**config.mk**
```make
export PLATFORM = sky130hd
export DESIGN_NAME = dklru_ctrl
export DESIGN_NICKNAME = d
export VERILOG_FILES = /design/src/dklru_pkg.sv /design/src/dklru_ctrl.sv
export SDC_FILE = /design/constraint.sdc
export NUM_CORES = 1
export LEC_CHECK = 0
export BUFFER_PORTS_ARGS = -buffer_cell sky130_fd_sc_hd__buf_2
export CELL_PAD_IN_SITES_DETAIL_PLACEMENT = 1
export CELL_PAD_IN_SITES_GLOBAL_PLACEMENT = 1
export CORE_UTILIZATION = 31
export CTS_CLUSTER_DIAMETER = 120
export DETAILED_ROUTE_END_ITERATION = 12
export GPL_TIMING_DRIVEN = 0
export PLACE_DENSITY = 0.76
export SLEW_MARGIN = 20
export SYNTH_ARGS = -nofsm -noshare
export SYNTH_HDL_FRONTEND = slang
export SYNTH_SLANG_ARGS = --single-unit
```
**constraint.sdc**
```tcl
create_clock -name aclk -period 1.2 [get_ports aclk]
set_input_delay 0.12 -clock aclk [delete_from_list [all_inputs] [get_ports aclk]]
set_output_delay 0.12 -clock aclk [all_outputs]
set_load 0.02 [all_outputs]
```
**src/dklru_pkg.sv**
```systemverilog
// Shared types and codes for the LRU page cache directory.
// Used by the controller, the datapath and the top level; no dependencies.
`timescale 1ns / 1ps
`default_nettype none

package dklru_pkg;

    typedef enum logic [2:0] {
        MODE_INSERT    = 3'd0,
        MODE_FIND_DEV  = 3'd1,
        MODE_FIND_INO  = 3'd2,
        MODE_REMOVE    = 3'd3,
        MODE_FREE      = 3'd4,
        MODE_CLEAR_DEV = 3'd5,
        MODE_SET_MAPS  = 3'd6,
        MODE_NOP       = 3'd7
    } mode_t;

    localparam logic [1:0] ST_OK        = 2'd0;
    localparam logic [1:0] ST_NOT_FOUND = 2'd1;
    localparam logic [1:0] ST_CACHED    = 2'd2;
    localparam logic [1:0] ST_FULL      = 2'd3;

    localparam int IN_BITS    = 243;
    localparam int IN_BYTES   = 248;
    localparam int OUT_BITS   = 52;
    localparam int OUT_BYTES  = 56;

    // first member is the top bits, so the item's first field lands lowest
    typedef struct packed {
        logic [7:0]  mapping_refs;
        logic [10:0] page_count;
        logic [9:0]  entry_index;
        logic        touch;
        logic [15:0] page_id;
        logic        once_flag;
        logic [63:0] inode_offset;
        logic [31:0] inode;
        logic        has_inode;
        logic [63:0] device_offset;
        logic [31:0] device;
        mode_t       mode;
    } in_t;

    typedef struct packed {
        logic [10:0] cached_count;
        logic        page_released;
        logic [10:0] freed_count;
        logic        found_once;
        logic [15:0] found_page;
        logic [9:0]  found_entry;
        logic [1:0]  status;
    } out_t;

    typedef struct packed {
        logic        valid;
        logic [31:0] device;
        logic [63:0] device_offset;
        logic        has_inode;
        logic [31:0] inode;
        logic [63:0] inode_offset;
        logic        once;
        logic [15:0] page;
        logic [7:0]  maps;
    } rec_t;

    typedef enum logic [3:0] {
        S_CLEAR, S_IDLE, S_DISPATCH, S_SCAN_RD, S_SCAN_CHK, S_INS_WR, S_APP1,
        S_APP2, S_UPD_WR, S_TGT_RD, S_UNLINK, S_IDX_RD, S_IDX_EXEC, S_FREE_RD,
        S_FREE_CHK, S_FIN
    } state_t;

    typedef enum logic [3:0] {
        OP_NOP, OP_LOAD, OP_CLR_WR, OP_DISPATCH, OP_RD_SCAN, OP_CHK_SCAN,
        OP_INS_WR, OP_APP1, OP_APP2, OP_UPD_WR, OP_RD_TGT, OP_UNLINK,
        OP_IDX_EXEC, OP_RD_CUR, OP_FREE_CHK, OP_RESULT
    } dp_op_t;

    typedef struct packed {
        dp_op_t op;
    } cmd_t;

    typedef struct packed {
        mode_t mode;
        logic  touch;
        logic  clr_last;
        logic  scan_last;
        logic  hit;
        logic  room;
        logic  need_upd;
        logic  idx_ok;
        logic  free_more;
        logic  out_free;
    } sts_t;

endpackage

`default_nettype wire

```
**src/dklru_ctrl.sv**
```systemverilog
// Sequencer for the page cache directory: walks each operation through
// the datapath one step at a time. Depends on dklru_pkg.
`timescale 1ns / 1ps
`default_nettype none

module dklru_ctrl import dklru_pkg::*; (
    input  wire logic aclk,
    input  wire logic aresetn,
    input  wire logic s_tvalid,
    output logic      s_ready,
    input  wire sts_t sts,
    output cmd_t      cmd
);

    state_t state_reg, state_next;

    always_ff @(posedge aclk) begin
        if (!aresetn) begin
            state_reg <= S_CLEAR;
        end else begin
            state_reg <= state_next;
        end
    end

    always_comb begin
        state_next = state_reg;
        case (state_reg)
            S_CLEAR:    if (sts.clr_last) state_next = S_IDLE;
            S_IDLE:     if (s_tvalid) state_next = S_DISPATCH;
            S_DISPATCH: begin
                case (sts.mode)
                    MODE_INSERT, MODE_FIND_DEV, MODE_FIND_INO, MODE_CLEAR_DEV:
                        state_next = S_SCAN_RD;
                    MODE_REMOVE, MODE_SET_MAPS:
                        state_next = sts.idx_ok ? S_IDX_RD : S_FIN;
                    MODE_FREE:
                        state_next = S_FREE_RD;
                    default:
                        state_next = S_FIN;
                endcase
            end
            S_SCAN_RD:  state_next = S_SCAN_CHK;
            S_SCAN_CHK: begin
                if (sts.mode == MODE_INSERT) begin
                    if (sts.hit) state_next = S_FIN;
                    else if (sts.scan_last) state_next = sts.room ? S_INS_WR : S_FIN;
                    else state_next = S_SCAN_RD;
                end else if (sts.mode == MODE_FIND_DEV || sts.mode == MODE_FIND_INO) begin
                    if (sts.hit) begin
                        if (sts.need_upd) state_next = S_UPD_WR;
                        else state_next = sts.touch ? S_TGT_RD : S_FIN;
                    end else if (sts.scan_last) begin
                        state_next = S_FIN;
                    end else begin
                        state_next = S_SCAN_RD;
                    end
                end else begin
                    state_next = sts.scan_last ? S_FIN : S_SCAN_RD;
                end
            end
            S_INS_WR:   state_next = S_APP1;
            S_APP1:     state_next = S_APP2;
            S_APP2:     state_next = S_FIN;
            S_UPD_WR:   state_next = sts.touch ? S_TGT_RD : S_FIN;
            S_TGT_RD:   state_next = S_UNLINK;
            S_UNLINK:   state_next = S_APP1;
            S_IDX_RD:   state_next = S_IDX_EXEC;
            S_IDX_EXEC: state_next = S_FIN;
            S_FREE_RD:  state_next = sts.free_more ? S_FREE_CHK : S_FIN;
            S_FREE_CHK: state_next = S_FREE_RD;
            S_FIN:      if (sts.out_free) state_next = S_IDLE;
            default:    state_next = S_IDLE;
        endcase
    end

    always_comb begin
        cmd.op  = OP_NOP;
        s_ready = 1'b0;
        case (state_reg)
            S_CLEAR:    cmd.op = OP_CLR_WR;
            S_IDLE: begin
                s_ready = 1'b1;
                cmd.op  = s_tvalid ? OP_LOAD : OP_NOP;
            end
            S_DISPATCH: cmd.op = OP_DISPATCH;
            S_SCAN_RD:  cmd.op = OP_RD_SCAN;
            S_SCAN_CHK: cmd.op = OP_CHK_SCAN;
            S_INS_WR:   cmd.op = OP_INS_WR;
            S_APP1:     cmd.op = OP_APP1;
            S_APP2:     cmd.op = OP_APP2;
            S_UPD_WR:   cmd.op = OP_UPD_WR;
            S_TGT_RD:   cmd.op = OP_RD_TGT;
            S_UNLINK:   cmd.op = OP_UNLINK;
            S_IDX_RD:   cmd.op = OP_RD_TGT;
            S_IDX_EXEC: cmd.op = OP_IDX_EXEC;
            S_FREE_RD:  cmd.op = sts.free_more ? OP_RD_CUR : OP_NOP;
            S_FREE_CHK: cmd.op = OP_FREE_CHK;
            S_FIN:      cmd.op = sts.out_free ? OP_RESULT : OP_NOP;
            default:    cmd.op = OP_NOP;
        endcase
    end

endmodule

`default_nettype wire

```
==> summary.md, run 1 <==
| Metric | Value |
|---|---|
| Status | finished, violations left |
| Failing checks | negative setup slack |
| Worst EP arrival | 1420 ps |
| Syn Std Cell Area | 636 um^2 |
| Net Sw Power | 1.05 mW |
| Clk_skew | 12.3 ps |
| Final worst setup slack | -344 ps |
| Max Fanout on Critical Path | 5 |
| Layout area overhead | 60.0% |
| Post-CTS Hold Buffers | 0 |
| 1st-iter DRT viols | 8 |
| Post-Place Cell Area | 790 um^2 |
| Final core occ | 0.524 |
| Critical path class | reg -> out |
| Die ar. | 0.00224 mm^2 |
| Critical-path cell list | buf_6 -> mux2i_4 -> and3_1 -> o22ai_2 -> buf_2 |
| WP data required | 1080 ps |
| Crit share post-route | 1.29 |
| Final TNS setup | -1880 ps |
| Net Sw Frac | 0.460 |
| Post-synthesis cell type count | 43 |
| Core Region | 0.00194 mm^2 |
| Setup crit start kind | register |
| Final instance area | 0.00102 mm^2 |
| Drt via density | 5.55 |
| Gate power share | 0.802 |
| DRC | 0 |
| Commonest cells post-synth | nor2_1 (9), nand2_1 (7), a21oi_1 (6) |
| Starting Density | 0.327 |
| Top-level I/O count | 20 |
| Row cnt | 16 |
| Routed Antenna Nets | 0 |
| Worst Hold Class | in -> reg |
| PwrDens | 2250 mW/mm^2 |
| Vias in the first global route | 814 |
| CTS tree | done |
| Die width | between 40 and 50 um |
| CTS buffer count | 3 |
| Seq pwr share | 0.116 |
| RSZ-0062 raised after global routing | true |
| Synth Register Bits | 4 |
| Worst path slowest cell | dfxtp_2 |
| Max cap viols | 0 |
| Final setup violation count | 9 |
| Highest clock rate | 648 MHz |
| Global Route Usage Sum | 0.232 |
| Layout Nets | 140 |
| Clock latency on the worst-skew pair | 260 ps |
| WL/cell | 15.6 um |
| Max VDD drop | 0.899 mV |
| Antenna cell count | 0 |
| Layout cells sized above 1 | 0.488 |
| Die H | 47.3 um |
| Sequential area share after synthesis | 0.126 |
| Ranking of synthesized cells by area | dfxtp_1 (13%), nor2_1 (5.3%), a21oi_1 (4.7%), nand2_1 (4.1%), nand2b_1 (3.9%) |
| Most common cell in the netlist | nor2_1 |
| Clock Power Share | 0.082 |
| Pre-antenna DRT Iters | 4 |
| Clk buf depth | 2 |
| DR vias | 832 |
| First-pass GRT wire length | 3640 um |
| Leak | 0.424 nW |
| Slew @ Worst Pin | 270 ps |
| Synth top area share | 0.126 |
| Top FF cell, synth | dfxtp_1 |
| Final Wtd Congestion | 0.790 |
| Max reg flops | 4 |
| Number of synthesized flops with an enable pin | 0 |
| Synth area leader | dfxtp_1 |
| CP bufs+invs | 2 |
| CP delay by family, top | flip-flops |
| Fin crit period | about 1500 ps |
| Clock sink count | 4 |
| Max-slew violations | 0 |
| Max transition margin | 0.818 |
| Root Buffer | clkbuf_4 |
| Hold Fails Final Rpt | 0 |
| Initial antenna violation count | 0 |
| Htree depth | 1 |
| Ys Warns | 0 |
| Syn_nets | 106 |
| Setup crit end kind | output pin |
| Syn avg cell area | 6.98 um^2 |
| Port bufs | 19 |
| Worst-path clk slew | roughly 50 ps |
| Pint | 1.23 mW |
| Total gr overflow | 0 |
| CP max stage delay | 330 ps |
| Hpwl dp | 1580 um |
| FILL cells | 249 |
| Mapped Cells | ~90 |
| Asr flop ratio synth | 0 |
| Largest net degree at the start of global routing | 11 |
| Final WL | 2330 um |
repair_timing:
| item | CTS | global route |
|---|---|---|
| cloned | 1 | 0 |
| pin swaps | 9 | 4 |
| resized for setup | 30 | 4 |
| setup buffers | 9 | 1 |
| endpoints found under the setup margin | 9 | 9 |
layout make-up:
| cell class | count | area (um^2) | share of cell area |
|---|---|---|---|
| sequential | 4 | 90.1 | 0.0886 |
| buffer | 6 | 87.6 | 0.0861 |
| inverter | 5 | 18.8 | 0.0185 |
| tap | 27 | 33.8 | 0.0332 |
| timing repair buffer | 30 | 200 | 0.197 |
| multi-input combinational | 75 | 564 | 0.555 |
| clock buffer | 3 | 22.5 | 0.0221 |
logic make-up after synthesis:
kind of cell,synth area share
buf+inv,0.110
flops,0.126
compound gates,0.388
mux,0.0315
simple gates,0.317
xor+xnor,0.0276
power by group through the flow:
stage	clock network (mW)	registers [mW]	logic, mW
2_1_floorplan	0	0.218	0.942
3_3_place_gp	0	0.227	1.23
3_5_place_dp	0	0.231	1.25
4_1_cts	0.190	0.257	1.74
5_1_grt	0.200	0.270	1.96
6_report	0.188	0.264	1.83
cells in the final DEF (no fill, tap or decap), types with 3 or more instances in the layout:
| cell type | count |
|---|---|
| nand2b_1 | 4 |
| buf_6 | 7 |
| o21ai_1 | 3 |
| nor2_1 | 9 |
| o21ai_0 | 3 |
| buf_2 | 16 |
| buf_4 | 10 |
| nand2_1 | 7 |
| a21oi_2 | 3 |
| nand3_1 | 4 |
| a21oi_1 | 4 |
| clkbuf_4 | 3 |
| inv_1 | 4 |
per-stage QoR:
step	setup slack (ps)	instances	total power [mW]	hold WS, ps
2_1_floorplan	-36.7	91	1.16	238
3_3_place_gp	-208	137	1.46	394
3_5_place_dp	-262	137	1.48	390
4_1_cts	-329	149	2.19	123
5_1_grt	-410	150	2.43	139
6_report	-344	150	2.28	121
layer usage:
metal,GRT usage,vias up,share of wire
met5,0,-,0
met4,0.0971,0,0.020
met3,0.0269,4,0.025
met2,0.408,19,0.53
met1,0.282,405,0.42
li1,-,404,-
worst reg2reg max path: cells and delay by family (launching register included):
kind	cells	cell delay, ps
and+or+nand+nor	2	530
DFF	1	320
AOI/OAI and AO/OA	2	260
buffers and inverters	1	140
path summary, 6_finish.rpt:
path	cells past startpoint	slack [ps]	endpoint	start
hold reg to reg	4	710	state_reg[1]$_SDFFE_PN0P_	state_reg[3]$_SDFFE_PN0P_
hold / removal	3	120	state_reg[0]$_SDFFE_PN0P_	aresetn
setup / recovery	5	-340	cmd[3]	state_reg[1]$_SDFFE_PN0P_
setup reg to reg	5	-130	state_reg[1]$_SDFFE_PN0P_	state_reg[1]$_SDFFE_PN0P_
Power figures use the tool's default switching activity.
==> run 2: changes to the inputs <==
- ABC_AREA: default -> 1
- CORE_UTILIZATION: 31 -> 28
- PLACE_DENSITY: 0.76 -> 0.75
- clock period: 1.2 -> 1.3 ns (I/O delays scaled with it)
==> summary.md, run 2 <==
| Metric | Value |
|---|---|
| Status | finished, violations left |
| Failing checks | negative setup slack |
| Clock latency on the worst-skew pair | 230 ps (-30 ps) |
| Drt via density | 5.16 (-6.9%) |
| Max cap viols | 0 (unchanged) |
| FILL cells | 285 (+14%) |
| Worst r2r path cells | 7 (+2) |
| Die ar. | 0.00239 mm^2 (+6.7%) |
| Asr flop ratio synth | 0 (unchanged) |
| Worst path slowest cell | dfxtp_4 |
| XOR/XNOR share of the synthesized area | 0 (-0.0276) |
| Row cnt | 16 (unchanged) |
| Commonest cells post-synth | nand2_1 (33), inv_1 (17), nand3_1 (14) |
| Synth Register Bits | 4 (unchanged) |
| Ranking of synthesized cells by area | nand2_1 (20%), dfxtp_1 (13%), nand3_1 (11%), inv_1 (10%), nor2_1 (6.1%) |
| Htree depth | 1 (unchanged) |
| Most frequent cells in the layout | nand2_1 (27), inv_1 (15), nand3_1 (14), buf_2 (14), buf_4 (12) |
| R2r endpoint | state_reg[0]$_SDFFE_PN0P_ |
| RSZ-0062 raised after global routing | true |
| Die width | 48.8 um (+3.3%) |
| Total gr overflow | 0 (unchanged) |
| FF-to-FF Start | state_reg[1]$_SDFFE_PN0P_ |
| Slew @ Worst Pin | 335 ps (+64.9 ps) |
| Final Wtd Congestion | 0.874 (+11%) |
| Setup crit start kind | register |
| Highest clock rate | 682 MHz |
| Core Region | 0.00202 mm^2 (+4.1%) |
| DRC | 0 (unchanged) |
| Layout Nets | 162 (+16%) |
| Most common cell after layout, fill and taps aside | nand2_1 |
| Port bufs | 19 (unchanged) |
| Final WL | 2430 um (+4.0%) |
| CP delay by family, top | flip-flops |
| WP data required | 1170 ps (+90 ps) |
| Starting Density | 0.304 (-0.0235) |
| Crit share post-route | 1.13 |
| Final setup violation count | 5 (-4) |
| Largest family of logic cells by synthesized area | simple AND/OR/NAND/NOR gates |
| CP startpoint | state_reg[1]$_SDFFE_PN0P_ |
| Global Route Usage Sum | 0.191 (-0.0417) |
| Worst Hold Class | in -> reg |
| First-pass GRT wire length | 3590 um (-1.2%) |
| Max reg flops | 4 (unchanged) |
| Max-slew violations | 0 (unchanged) |
| Most used cell, CP | nand2_2 |
| Max transition margin | 0.775 (-0.0430) |
| Synth area leader | nand2_1 |
| Post-synthesis mux area share | 0 (-0.0315) |
| DR vias | 888 (+6.7%) |
| Setup crit end | cmd[2] |
| Critical path class | reg -> out |
| Largest net degree at the start of global routing | 7 (-4) |
| 1st-iter DRT viols | 8 (unchanged) |
| Synth top area share | 0.202 (+0.0756) |
| Fin crit period | 1470 ps |
| Post-synthesis adder-cell area fraction | 0 (unchanged) |
| Post-synthesis cell type count | 22 (-49%) |
| Final TNS setup | -602 ps (+1280 ps) |
| Number of synthesized flops with an enable pin | 0 (unchanged) |
| Antenna cell count | 0 (unchanged) |
| Syn_nets | 130 (+23%) |
| Routed Antenna Nets | 0 (unchanged) |
| Post-synthesis compound-gate area fraction | 0.161 (-0.227) |
| Leak | 0.516 nW (+22%) |
| Pre-antenna DRT Iters | 4 (unchanged) |
| CP max stage delay | 400 ps (+70 ps) |
| Most common cell in the netlist | nand2_1 |
| Hpwl dp | 1720 um (+9.2%) |
| Sequential area share after synthesis | 0.130 (+0.00436) |
| Post-CTS Hold Buffers | 0 (unchanged) |
| Worst EP arrival | 1340 ps (-80 ps) |
| Setup crit end kind | output pin |
| Max Fanout on Critical Path | 4 (-1) |
| Worst-path clk slew | 40 ps (about the same) |
| Max VDD drop | 0.884 mV (-1.7%) |
| Die H | 48.8 um (+3.3%) |
| CP bufs+invs | 2 (unchanged) |
| Ys Warns | 0 (unchanged) |
| Pre-CTS setup slack | -88.4 ps (+173 ps) |
| Syn Std Cell Area | 614 um^2 (-3.3%) |
| Hold Fails Final Rpt | 0 (unchanged) |
| CTS tree | done |
| WL/cell | 14.1 um (-9.3%) |
| Syn avg cell area | 5.34 um^2 (-24%) |
| R2R setup slack | -50 ps (+80 ps) |
| Post-synthesis simple-gate area fraction | 0.562 (+0.245) |
| CTS buffer count | 3 (unchanged) |
| Clk_skew | 0.705 ps (-11.6 ps) |
| Vias in the first global route | 830 (+2.0%) |
| Clk buf depth | 2 (unchanged) |
| PwrDens | 2200 mW/mm^2 (-2.1%) |
| Top FF cell, synth | dfxtp_1 |
| Top-level I/O count | 20 (unchanged) |
| Mapped Cells | 115 (+26%) |
| Root Buffer | clkbuf_4 |
| Critical-path cell list | inv_4 -> nand2_4 -> nor2_4 -> nand2_2 -> nand2_2 -> a21oi_2 -> o2111ai_2 -> buf_4 |
| Layout area overhead | 55.4% |
| Levels on crit path | 8 (+3) |
| Initial antenna violation count | 0 (unchanged) |
| Layout cells sized above 1 | 0.483 (-0.00505) |
| Clock sink count | 4 (unchanged) |
| Final worst setup slack | -166 ps (+178 ps) |
==> run 2: cell count changes after synthesis, moves of 3 or more <==
cell	change
nand2_1	+26
inv_1	+12
nand3_1	+10
inv_2	+7
nand2b_1	-4
a21oi_1	-3
buf_2	-3
nor2_2	+3
==> run 2: cell type report <==
class | count | area (um^2) | area share
flip-flops and latches | 4 | 95.1 | 0.0996
repair buffers | 27 | 171 | 0.180
multi-input cells | 87 | 534 | 0.560
clock buffers | 3 | 22.5 | 0.0236
inverters | 24 | 97.6 | 0.102
well taps | 27 | 33.8 | 0.0354
==> run 2: stage by stage <==
stage	cell area [um^2]	instances	utilization	hold WS (ps)	total power, mW
2_1_floorplan	617	115	-	228	1.13
3_3_place_gp	746	161	0.369	370	1.41
3_5_place_dp	746	161	0.369	374	1.45
4_1_cts	865	170	0.428	134	1.81
5_1_grt	955	172	0.472	152	2.25
6_report	955	172	0.472	133	2.10
==> run 2: worst min-delay path, cell delays in order <==
cell	delay [ps]
buf_2	110
nand2_1	50
inv_1	40
==> run 2: repair_timing <==
item | CTS | global route
setup buffers | 6 | 2
gates resized for setup | 18 | 23
endpoints found under the setup margin | 9 | 9
pin swaps | 4 | 9
==> run 2: cells by family (layout without fill, tap and decap cells) <==
group                  count (synthesis)  after routing
DFF                                    4              4
buffers and inverters                 24             54
and+or+nand+nor                       72             72
AOI/OAI and AO/OA                     15             15
==> run 2: worst min path at each step <==
stage                                end  startpoint  cells after the start  slack, ps
5_1_grt        state_reg[3]$_SDFFE_PN0P_     aresetn                      3        150
4_1_cts        state_reg[2]$_SDFFE_PN0P_     aresetn                      3        130
2_1_floorplan  state_reg[2]$_SDFFE_PN0P_     aresetn                      2        230
3_3_place_gp   state_reg[2]$_SDFFE_PN0P_     aresetn                      3        370
3_5_place_dp   state_reg[2]$_SDFFE_PN0P_     aresetn                      3        370
6_report       state_reg[2]$_SDFFE_PN0P_     aresetn                      3        130
==> run 2: report_power, final <==
group          switching, mW  internal (mW)
sequential             0.158          0.210
clock                 0.0458          0.103
combinational          0.934          0.649
total                   1.14          0.962
==> run 2: layer usage <==
layer / wire length, um / share of wire / track usage
met4: 56 / 0.023 / 0.0294
met5: 0 / 0 / 0
met3: 55 / 0.023 / 0.0218
met2: 1330 / 0.55 / 0.370
met1: 982 / 0.40 / 0.223
==> run 3: changes to the inputs <==
- ABC_AREA: 1 -> default
- ABC_CLOCK_PERIOD_IN_PS: default -> 1300
- CORE_UTILIZATION: 28 -> 31
- PLACE_DENSITY: 0.75 -> 0.76
==> summary.md, run 3 (synthesis gave the netlist of run 1 again) <==
| Metric | Value |
|---|---|
| Status | finished, violations left |
| Failing checks | negative setup slack |
| Placed insts | 137 (-15%) |
| WL/cell | 18.5 um (+31%) |
| Most common cell after layout, fill and taps aside | buf_4 |
| CP max stage delay | 300 ps (-100 ps) |
| Fin crit period | 1580 ps (+114 ps) |
| Final Wtd Congestion | 0.815 (-6.8%) |
| Slew @ Worst Pin | 325 ps (-10.4 ps) |
| Final WL | 2840 um (+17%) |
| WHS Path Cells | 2 (-1) |
| Row cnt | 16 (unchanged) |
| Final worst setup slack | -280 ps (-114 ps) |
| Pre-antenna DRT Iters | 4 (unchanged) |
| Final non-filler cell total | 154 (-10%) |
| Critical-path cell list | buf_6 -> buf_8 -> nor3_4 -> a21oi_2 -> a21oi_2 -> buf_6 |
| Routed Antenna Nets | 0 (unchanged) |
| Hold Fails Final Rpt | 0 (unchanged) |
| Most frequent cells in the layout | buf_4 (15), buf_2 (14), nand2_1 (7), nor2_1 (7) |
| Clock sink count | 4 (unchanged) |
| Antenna cell count | 0 (unchanged) |
| Critical path class | reg -> out |
| Worst-path clk slew | 40 ps (about the same) |
| First-pass GRT wire length | 3890 um (+8.3%) |
| Htree depth | 1 (unchanged) |
| DRC | 0 (unchanged) |
| Layout Nets | 144 (-11%) |
| Setup crit end kind | output pin |
| Worst EP arrival | 1450 ps (+110 ps) |
| Max cap viols | 0 (unchanged) |
| Starting Density | 0.327 (+0.0235) |
| Worst Hold Class | in -> reg |
| CP bufs+invs | 3 (+1) |
| Max reg flops | 4 (unchanged) |
| Clk_skew | 1.66 ps (+0.958 ps) |
| Highest clock rate | 633 MHz (-7.2%) |
| Clk buf depth | 2 (unchanged) |
| Top-level I/O count | 20 (unchanged) |
| CTS buffer count | 3 (unchanged) |
| WP data required | 1170 ps (about the same) |
| Largest net degree at the start of global routing | 11 (+4) |
| DR vias | 889 (+0.11%) |
| Worst path slowest cell | dfxtp_1 |
| CTS tree | done |
| Levels on crit path | 6 (-2) |
| Root Buffer | clkbuf_4 |
| Final setup violation count | 9 (+4) |
| RSZ-0062 raised after global routing | true |
| Drt via density | 5.77 (+12%) |
| Die H | 47.3 um (-3.2%) |
| Max Fanout on Critical Path | 8 (+4) |
| Port bufs | 19 (unchanged) |
| Die width | 47.3 um (-3.2%) |
| PwrDens | 2120 mW/mm^2 (-3.6%) |
| Crit share post-route | 1.22 (+0.0877) |
| Global Route Usage Sum | 0.246 (+0.0557) |
| Worst r2r path cells | 7 (unchanged) |
| Final Power | 2.29 mW (+8.9%) |
| CP delay by family, top | buffers and inverters |
| Layout cells sized above 1 | 0.512 (+0.0291) |
| Clock latency on the worst-skew pair | 240 ps (about the same) |
| Core Region | 0.00194 mm^2 (-4.0%) |
| Initial antenna violation count | 0 (unchanged) |
| 1st-iter DRT viols | 7 (-1) |
| Layout area overhead | 69.7% |
| Hpwl dp | 1570 um (-8.7%) |
| Vias in the first global route | 834 (+0.48%) |
| Setup crit start kind | register |
| Max-slew violations | 0 (unchanged) |
| Die ar. | 0.00224 mm^2 (-6.3%) |
| Total gr overflow | 0 (unchanged) |
| Max VDD drop | 0.856 mV (-3.2%) |
| Max transition margin | 0.781 (+0.00584) |
| Leak | 0.443 nW (-14%) |
## run 3: changes by cell type in the layout (fill, tap and decap cells not counted), moves of 6 or more
cell | before | now
inv_1 | 15 | 5
inv_2 | 6 | 0
nand2_1 | 27 | 7
nand3_1 | 14 | 4
nor2_4 | 6 | 0
## run 3: what timing repair did
| action | 4_1_cts | 5_1_grt |
|---|---|---|
| setup endpoints to repair | 9 | 9 |
| gates resized for setup | 37 | 7 |
| pin swaps | 14 | 7 |
| hold buffers | 0 | 0 |
| hold endpoints to repair | 0 | 0 |
| setup buffers | 8 | 6 |
## run 3: area by class of cell
cell class,instances,area (um^2)
Timing Repair Buffer,33,228
Inverter,5,18.8
Sequential cell,4,86.3
Clock buffer,3,22.5
Tap cell,27,33.8
Fill cell,253,863
Buffer,7,110
Multi-Input combinational cell,75,579
## run 3: path summary, 6_finish.rpt
path                               endpoint                      start  slack, ps
setup / recovery                     cmd[0]  state_reg[2]$_SDFFE_PN0P_       -280
hold / removal    state_reg[2]$_SDFFE_PN0P_                    aresetn        170
setup reg to reg  state_reg[1]$_SDFFE_PN0P_  state_reg[2]$_SDFFE_PN0P_       -170
hold reg to reg   state_reg[1]$_SDFFE_PN0P_  state_reg[0]$_SDFFE_PN0P_        710
## run 3: power by group
part	switching, mW	internal (mW)
logic	0.943	0.949
registers	0.0615	0.176
clock network	0.0536	0.103
## run 3: layer usage
metal	routed length, um	track usage
met4	45	0.0743
met5	0	0
met2	1530	0.468
met1	1130	0.292
met3	133	0.0115
## run 3: stage by stage
step / util / setup WS (ps) / hold WS (ps) / area (um^2) / TNS (ps)
floorplan: - / 9.24 / 248 / 646 / 0
global placement: 0.399 / -188 / 406 / 774 / -940
detailed placement: 0.399 / -220 / 405 / 774 / -1120
CTS: 0.520 / -224 / 150 / 1010 / -1040
global route: 0.555 / -356 / 183 / 1080 / -2130
finish: 0.555 / -280 / 172 / 1080 / -1670
## run 3: worst register-to-register path, stage by stage (launching register included)
cell	delay (ps)
dfxtp_1	300
buf_6	140
buf_8	140
buf_4	140
nor2_2	180
nand3_1	160
a2bb2oi_1	170
a31oi_1	170
